===== src/rtl/imtu_pkg.sv =====
// Shared types and constants for the majority-vote Ising torus update unit.
// No dependencies; imported by every module of the block.
package imtu_pkg;

  localparam logic [1:0] OP_LOAD = 2'd0;
  localparam logic [1:0] OP_RUN  = 2'd1;
  localparam logic [1:0] OP_READ = 2'd2;

  localparam logic CFG_GRID_SIDE   = 1'b0;
  localparam logic CFG_SWEEP_COUNT = 1'b1;

  localparam logic [6:0] SIDE_RESET  = 7'd64;
  localparam logic [7:0] SWEEP_RESET = 8'd1;

  typedef enum logic [1:0] {
    ST_IDLE,
    ST_READ,
    ST_DRAIN
  } imtu_state_t;

  // Per-cycle control that the sequencer broadcasts to every cell.
  typedef struct packed {
    logic shift_en;  // a source bit enters the chain
    logic row_done;  // that bit completes a row: window moves down one row
    logic load_r;    // capture the new row of majority results
    logic shift_r;   // move the result row one cell toward the write end
  } imtu_ctrl_t;

endpackage


===== src/rtl/imtu_cell.sv =====
// One column cell: holds a three-row window of one column and one result bit.
// Depends on imtu_pkg for the control struct.
module imtu_cell
  import imtu_pkg::*;
(
  input  logic       clk,
  input  imtu_ctrl_t ctrl,
  input  logic       d_in,
  input  logic       nb_lo,
  input  logic       nb_hi,
  input  logic       r_in,
  output logic       d_out,
  output logic       m_out,
  output logic       r_out
);

  logic       u;
  logic       m;
  logic       d;
  logic       r;
  logic [2:0] ones;
  logic       maj;

  // The incoming bit d_in is the lower row of the window on the completing shift.
  assign ones = 3'(u) + 3'(m) + 3'(d_in) + 3'(nb_lo) + 3'(nb_hi);
  assign maj  = (ones >= 3'd3);

  always_ff @(posedge clk) begin
    if (ctrl.shift_en) begin
      d <= d_in;
      if (ctrl.row_done) begin
        u <= m;
        m <= d_in;
      end
    end
    if (ctrl.load_r) begin
      r <= maj;
    end else if (ctrl.shift_r) begin
      r <= r_in;
    end
  end

  assign d_out = d;
  assign m_out = m;
  assign r_out = r;

endmodule


===== src/rtl/imtu_chain.sv =====
// Row of column cells with toroidal neighbor wiring for the active side.
// Depends on imtu_pkg and imtu_cell.
module imtu_chain
  import imtu_pkg::*;
#(
  parameter int MAX_SIDE = 64,
  parameter int SW       = $clog2(MAX_SIDE + 1)
) (
  input  logic          clk,
  input  imtu_ctrl_t    ctrl,
  input  logic [SW-1:0] side,
  input  logic          bit_in,
  output logic          bit_out
);

  logic [MAX_SIDE-1:0] d_vec;
  logic [MAX_SIDE-1:0] m_vec;
  logic [MAX_SIDE-1:0] r_vec;
  logic [MAX_SIDE-1:0] last_vec;
  logic                wrap_m;

  // Cell i holds column side-1-i once a row has streamed in; the cell with
  // last_vec set holds column zero and wraps around to cell zero.
  for (genvar i = 0; i < MAX_SIDE; i++) begin : g_last
    assign last_vec[i] = (side == SW'(i + 1));
  end

  assign wrap_m = |(m_vec & last_vec);

  for (genvar i = 0; i < MAX_SIDE; i++) begin : g_cell
    logic c_d_in;
    logic c_nb_lo;
    logic c_nb_hi;
    logic c_r_in;

    if (i == 0) begin : g_first
      assign c_d_in  = bit_in;
      assign c_nb_lo = wrap_m;
    end else begin : g_mid
      assign c_d_in  = d_vec[i-1];
      assign c_nb_lo = m_vec[i-1];
    end

    if (i == MAX_SIDE - 1) begin : g_end
      assign c_nb_hi = m_vec[0];
      assign c_r_in  = 1'b0;
    end else begin : g_inner
      assign c_nb_hi = last_vec[i] ? m_vec[0] : m_vec[i+1];
      assign c_r_in  = r_vec[i+1];
    end

    imtu_cell u_cell (
      .clk   (clk),
      .ctrl  (ctrl),
      .d_in  (c_d_in),
      .nb_lo (c_nb_lo),
      .nb_hi (c_nb_hi),
      .r_in  (c_r_in),
      .d_out (d_vec[i]),
      .m_out (m_vec[i]),
      .r_out (r_vec[i])
    );
  end

  assign bit_out = r_vec[0];

endmodule


===== config.mk =====
export PLATFORM = sky130hd
export DESIGN_NAME = imtu_chain
export DESIGN_NICKNAME = d
export VERILOG_FILES = /design/src/rtl/imtu_pkg.sv /design/src/rtl/imtu_cell.sv /design/src/rtl/imtu_chain.sv
export SDC_FILE = /design/constraint.sdc
export NUM_CORES = 1
export LEC_CHECK = 0
export BUFFER_PORTS_ARGS = -buffer_cell sky130_fd_sc_hd__buf_2
export CAP_MARGIN = 20
export CORE_MARGIN = 2
export CORE_UTILIZATION = 60
export DETAILED_ROUTE_END_ITERATION = 10
export HOLD_SLACK_MARGIN = 0.1
export PLACE_DENSITY_LB_ADDON = 0.08
export SLEW_MARGIN = 10
export SYNTH_ARGS = -nofsm -noshare
export SYNTH_HDL_FRONTEND = slang
export SYNTH_SLANG_ARGS = --single-unit

===== constraint.sdc =====
create_clock -name clk -period 4.71 [get_ports clk]
set_clock_uncertainty 0.2 [all_clocks]
set_input_delay 0.471 -clock clk [delete_from_list [all_inputs] [get_ports clk]]
set_output_delay 0.471 -clock clk [all_outputs]
set_load 0.02 [all_outputs]

==> metrics.txt, run 1 <==
status completed; wire length on met1 about 15000 um; RD Place Congestion about 0.83; Die X-Extent ~170 um; final setup vio count 0; netlist area before placement roughly 16000 um2; crit path DAT roughly 3.6 ns; Worst Path Max Fanout 39; router iterations before antenna repair 5; DR iter-0 viols 755; synthesized flop and latch total about 260; crit-path cells buf_2 -> nor4b_2 -> nand2_1 -> mux2i_1 -> fa_1 -> inv_1 -> ha_1 -> inv_1 -> fa_1 -> nand2b_1 -> a31oi_1; met2 routed WL approximately 15000 um; leakage ~6.6 nW; initial antenna violation count 3; metal3 WL approximately 1900 um; share of the synthesized area in the top cell type 49.00%; maximum clock path buffer count 3; critical path launch point side[0]; Top FF cell, synth edfxtp_1; Mapped Cells around 1200; Worst setup SP type primary input; total core area 25840 um2; top post-synthesis cells by area edfxtp_1 49%, fa_1 16%, ha_1 10%, inv_1 4.8%, a31oi_1 2.7%; unrepaired setup endpoints after global routing false; CTS tree yes; worst min path class primary input to register; Worst Path Class, Setup primary input to register; Initial Utilization between 60 and 70%; Pwr Density between 300 and 400 nW/um2; # Max-Cap Violations 0; WL per Instance roughly 21 um; Remaining DRCs 0; die area 27350 um2; Root Buffer clkbuf_16; layout cell share with drive strength beyond 1 7.583%; worst-margin pin slew 1.025 ns; total gr overflow 0; EDFF count, synth between 200 and 300; PortBufs 13; CTS buffer count 28; post-synth top area cell edfxtp_1; synthesis-to-finish area growth 8.415%; Final nets about 1500; top post-synthesis cells by count 255 x edfxtp_1, 200 x inv_1, 128 x fa_1, 128 x ha_1, 99 x nand2_1; post-route ant nets 0; Hold Path Depth 2; Vias/cell between 5 and 6; final wirelength approximately 33000 um; # IOs 14; clock sink total about 260; minimum clock period between 3 and 4 ns; number of global-route vias before repair ~9600; clk_lat worst skew between 0.5 and 0.6 ns; Hold Path Origin ctrl[1]; most common cell in the netlist edfxtp_1; Yosys warning count 0; terminus of the critical flop-to-flop path g_cell[0].u_cell.r_out$_DFFE_PP_; Setup crit end kind register; DR vias 9274; Die Y-Extent ~170 um; Critical R2R Launch g_cell[54].u_cell.m_out$_DFFE_PP_; Setup TNS 0 ns; async set or reset register ratio after synthesis 0%; Rel. slew slack a little under a third; final period utilization roughly 76%; design area 16940 um2; largest net degree at the start of global routing 100; placed cell area 16000 um2; first-pass GRT wire length around 53000 um; GRT Overall Usage between 20 and 30%; CTS H-Tree Depth 1; slowest stage delay, CP 0.82 ns; Slew Viols, Final 0; Synthesized Nets 1498; reg2reg setup slack roughly 1.4 ns; final hold vios 0; CP required around 4.8 ns; HPWL after DPL 22240 um; Fmax 0.2810 GHz; highest routing layer actually used met4; R2R cell count 10; critical path's slowest cell nor4b_2; Rows 59; Yosys cell types between 60 and 70; Post-CTS Setup Bufs 0; VDD IR max 0.3547 mV; Hold Path Sink g_cell[5].u_cell.r_out$_DFFE_PP_; register area share after synthesis 49.00%; clk slew on worst S/H paths approximately 0.060 ns; Syn Area/Cell between 10 and 15 um2
==> critical path, delay by kind of cell <==
family	cells	cell delay [ns]
fa+ha+maj	3	1.04
compound gates	1	0.09
simple gates	3	1.10
mux	1	0.25
buf+inv	3	0.65
==> how the worst max path moves through the flow <==
| stage | end | slack, ns |
|---|---|---|
| floorplan | g_cell[0].u_cell.m_out$_DFFE_PP_ | 0.60 |
| global placement | g_cell[0].u_cell.r_out$_DFFE_PP_ | 0.70 |
| detailed placement | g_cell[0].u_cell.r_out$_DFFE_PP_ | 0.66 |
| CTS | g_cell[0].u_cell.r_out$_DFFE_PP_ | 1.19 |
| global route | g_cell[0].u_cell.r_out$_DFFE_PP_ | 0.97 |
| finish | g_cell[0].u_cell.r_out$_DFFE_PP_ | 1.15 |
==> cell usage in the layout (no fill, tap or decap), types with 4 or more instances in the layout <==
| cell | n |
|---|---|
| mux2_2 | 10 |
| a31oi_1 | 67 |
| o31ai_1 | 11 |
| nand3_1 | 7 |
| inv_1 | 200 |
| and4b_1 | 4 |
| and3b_1 | 5 |
| clkbuf_16 | 29 |
| clkinv_2 | 7 |
| o21ai_0 | 55 |
| nor4bb_1 | 4 |
| nor3b_1 | 4 |
| ha_1 | 128 |
| a22oi_1 | 4 |
| clkinv_1 | 5 |
| nand2b_1 | 65 |
| nand2_1 | 99 |
| edfxtp_1 | 255 |
| nand3b_1 | 8 |
| buf_4 | 17 |
| buf_2 | 11 |
| fa_1 | 128 |
| clkbuf_1 | 7 |
| nand4b_1 | 4 |
| nor2_1 | 65 |
| o21ai_1 | 4 |
==> metrics by stage <==
| step | hold WS (ns) | power [mW] | setup WS [ns] | util (%) | instances |
|---|---|---|---|---|---|
| final | 0.2369 | 5.641 | 1.151 | 65.57 | 1604 |
| after detailed placement | 0.2437 | 3.515 | 0.6596 | 61.92 | 1547 |
| after global routing | 0.2494 | 5.921 | 0.9738 | 65.55 | 1602 |
| after global placement | 0.2425 | 3.475 | 0.6961 | 61.92 | 1547 |
| after CTS | 0.2195 | 5.700 | 1.195 | 65.47 | 1600 |
| after floorplan | 0.2264 | 3.297 | 0.6044 | - | 1229 |
==> flip-flops by register name, indices dropped and copies added, names as in the netlist <==
signal / cells
g_cell.u_cell.d_out: 63
g_cell.u_cell.m_out: 64
g_cell.u_cell.r_out: 64
g_cell.u_cell.u: 64
==> area by class of cell <==
type                    instances  area (um2)
clock buffers                  36       752.0
repair buffers                 32       252.7
well taps                     335       419.2
multi-input cells             726        6944
fillers                      1969        8895
clock inverters                16       155.1
flip-flops and latches        255        7657
inverters                     201       754.5
diodes                          3       7.507
==> cells by family after synthesis <==
group	share of synthesized area, %
AOI/OAI and AO/OA	6.469
and+or+nand+nor	10.13
buffers and inverters	6.629
adders and majority gates	26.65
DFF	49.00
muxes	1.129
==> power breakdown <==
group	switching [mW]	internal, mW	leakage, nW	total (mW)
Combinational	0.400	0.288	3.69	0.688
Clock	0.885	1.29	0.442	2.17
Sequential	0.0947	2.69	2.46	2.78
Total	1.38	4.26	6.59	5.64
==> layer usage <==
| layer | up-vias | track usage (%) |
|---|---|---|
| li1 | 4277 | - |
| met1 | 4658 | 37.28 |
| met2 | 260 | 40.53 |
| met3 | 79 | 4.021 |
| met4 | 0 | 8.934 |
| met5 | - | 0 |
==> what timing repair did <==
action / CTS / global route
gates resized for setup: 0 / 0
hold buffers: 1 / 0
hold endpoints to repair: 2 / 0
Note: power is estimated with default switching activity, not from simulation.
==> inputs of run 2 (changes only) <==
- clock period: 4.71 -> 3.6 ns (I/O delays scaled with it)
==> run 2 against run 1 <==
Wire length is 0.43% lower. Clock-buffer cell count is 3 lower. Sequential power is 31% higher. First-iteration DRC count is 0.13% higher. Non-clock buffer count is 21 higher. Via count is 0.25% higher. Final cell count is 1.2% higher. Largest cell class unchanged.
==> metrics.txt, run 2 (synthesis gave the netlist of run 1 again) <==
final hold vios 0; fill cell count a little under 2000; # IOs 14; Worst Path Max Fanout 5; R2R cell count 10; Rows 59; number of global-route vias before repair 9504; Rel. slew slack 32.44%; router iterations before antenna repair 5; die area 27350 um2; reg2reg setup slack 0.39 ns; placed cell area 16190 um2; crit-path cells mux2_1 -> a32o_1 -> a222oi_1 -> and4_1 -> nand3_1 -> ha_1 -> inv_1 -> fa_1 -> nand2b_1 -> a31oi_1; total gr overflow 0; leakage between 6 and 7 nW; final period utilization between 80 and 90%; largest net degree at the start of global routing 128; maximum clock path buffer count 3; most frequent cells in the layout 255 x edfxtp_1, 200 x inv_1, 128 x fa_1, 128 x ha_1, 99 x nand2_1; Post-CTS Setup Bufs 0; first-pass GRT wire length 52850 um; Post-CTS Resized 0; Hold Buf Count CTS 1; synthesis-to-finish area growth 9.464%; clock sink total about 260; critical path launch point g_cell[54].u_cell.m_out$_DFFE_PP_; Critical R2R Launch g_cell[54].u_cell.m_out$_DFFE_PP_; total core area ~26000 um2; final cell utilization of the core between 60% and 70%; commonest non-fill, non-tap cell in the layout edfxtp_1; FF+latch area ~7700 um2; minimum clock period between 3 and 4 ns; Die Y-Extent about 170 um; # Max-Cap Violations 0; family with the most delay on the worst path compound AO/OA/AOI/OAI gates; final wirelength roughly 33000 um; CTS tree yes; critical path depth 10; Final nets about 1500; final setup vio count 0; Initial Utilization 60.48%; slowest stage delay, CP approximately 0.51 ns; initial antenna violation count 3; Setup crit end kind register; worst-margin pin slew slightly above 1 ns; area of the multi-input gates just under 7000 um2; post-route ant nets 0; VDD IR max 0.4600 mV; CTS buffer count 29; DR iter-0 viols about 760; CTS H-Tree Depth 1; worst min path class register to register; DR vias between 9000 and 10000; clk slew on worst S/H paths approximately 0.060 ns; crit path DAT between 3 and 4 ns; PortBufs 13; Worst Path Class, Setup register to register; layout cell share with drive strength beyond 1 under 10%; Fmax 0.3117 GHz; worst setup margin 0.3915 ns; Worst setup SP type register; Vias/cell approximately 5.7; unrepaired setup endpoints after global routing false; Die X-Extent between 150 and 200 um; Remaining DRCs 0; CP Buf/Inv Count 1; status completed; Slew Viols, Final 0; CP required roughly 3.8 ns; Root Buffer clkbuf_16; GRT Overall Usage 25.62%; Setup TNS 0 ns; pre-CTS WS around 0.014 ns; terminus of the critical flop-to-flop path g_cell[0].u_cell.r_out$_DFFE_PP_; Pwr Density 432.6 nW/um2; crit path to g_cell[0].u_cell.r_out$_DFFE_PP_; HPWL after DPL between 20000 and 25000 um; design area 17110 um2; clk_lat worst skew between 0.5 and 0.6 ns; Hold Path Origin g_cell[62].u_cell.d_out$_DFFE_PP_; RD Place Congestion about 0.83; WL per Instance 20.41 um; critical path's slowest cell edfxtp_1
-- run 2: cell types whose count changed in the layout (fill, tap and decap cells not counted), sizes merged --
cell	change
clkinv	+2
clkbuf	-3
buf	+21
-- run 2: power by group --
group          switching [mW]  total, mW  leakage [nW]  internal (mW)
sequential              0.128       3.64          2.46           3.52
clock                    1.18       2.85         0.437           1.67
combinational           0.519      0.906          3.80          0.387
total                    1.82       7.40          6.70           5.58
-- run 2: cell type report --
cell class | instances | area share [%]
Clock inverter | 18 | 0.9362
Inverter | 201 | 4.410
Multi-Input combinational cell | 726 | 40.59
Tap cell | 335 | 2.450
Sequential cell | 255 | 44.76
Clock buffer | 33 | 4.330
Antenna cell | 3 | 0.04389
Timing Repair Buffer | 53 | 2.472
-- run 2: per-layer routing --
metal	wire length [um]	vias up	GRT usage, %
met1	14880	4684	37.09
met5	0	-	0
met3	1812	68	3.147
met2	15380	232	40.63
met4	1073	0	8.934
li1	-	4313	-
-- run 2: worst min path at each step --
stage	depth (start not counted)	slack, ns	endpoint
2_1_floorplan	0	0.23	g_cell[63].u_cell.m_out$_DFFE_PP_
3_3_place_gp	0	0.23	g_cell[63].u_cell.m_out$_DFFE_PP_
3_5_place_dp	0	0.24	g_cell[63].u_cell.m_out$_DFFE_PP_
4_1_cts	0	0.25	g_cell[63].u_cell.m_out$_DFFE_PP_
5_1_grt	0	0.27	g_cell[63].u_cell.m_out$_DFFE_PP_
6_report	0	0.25	g_cell[63].u_cell.m_out$_DFFE_PP_
-- run 2: metrics by stage --
| stage | hold slack [ns] | std cells | total power, mW |
|---|---|---|---|
| final | 0.2538 | 1624 | 7.400 |
| after global routing | 0.2653 | 1623 | 7.742 |
| after CTS | 0.2505 | 1621 | 7.463 |
| after detailed placement | 0.2403 | 1569 | 4.614 |
| after global placement | 0.2344 | 1569 | 4.561 |
| after floorplan | 0.2264 | 1229 | 4.310 |
-- run 2: worst reg2reg max path: stages (launching register included) --
cell and delay [ns]:
edfxtp_1 0.51, mux2_1 0.39, a32o_1 0.27, a222oi_1 0.31, and4_1 0.23, nand3_1 0.13
ha_1 0.23, inv_1 0.06, fa_1 0.39, nand2b_1 0.16, a31oi_1 0.17
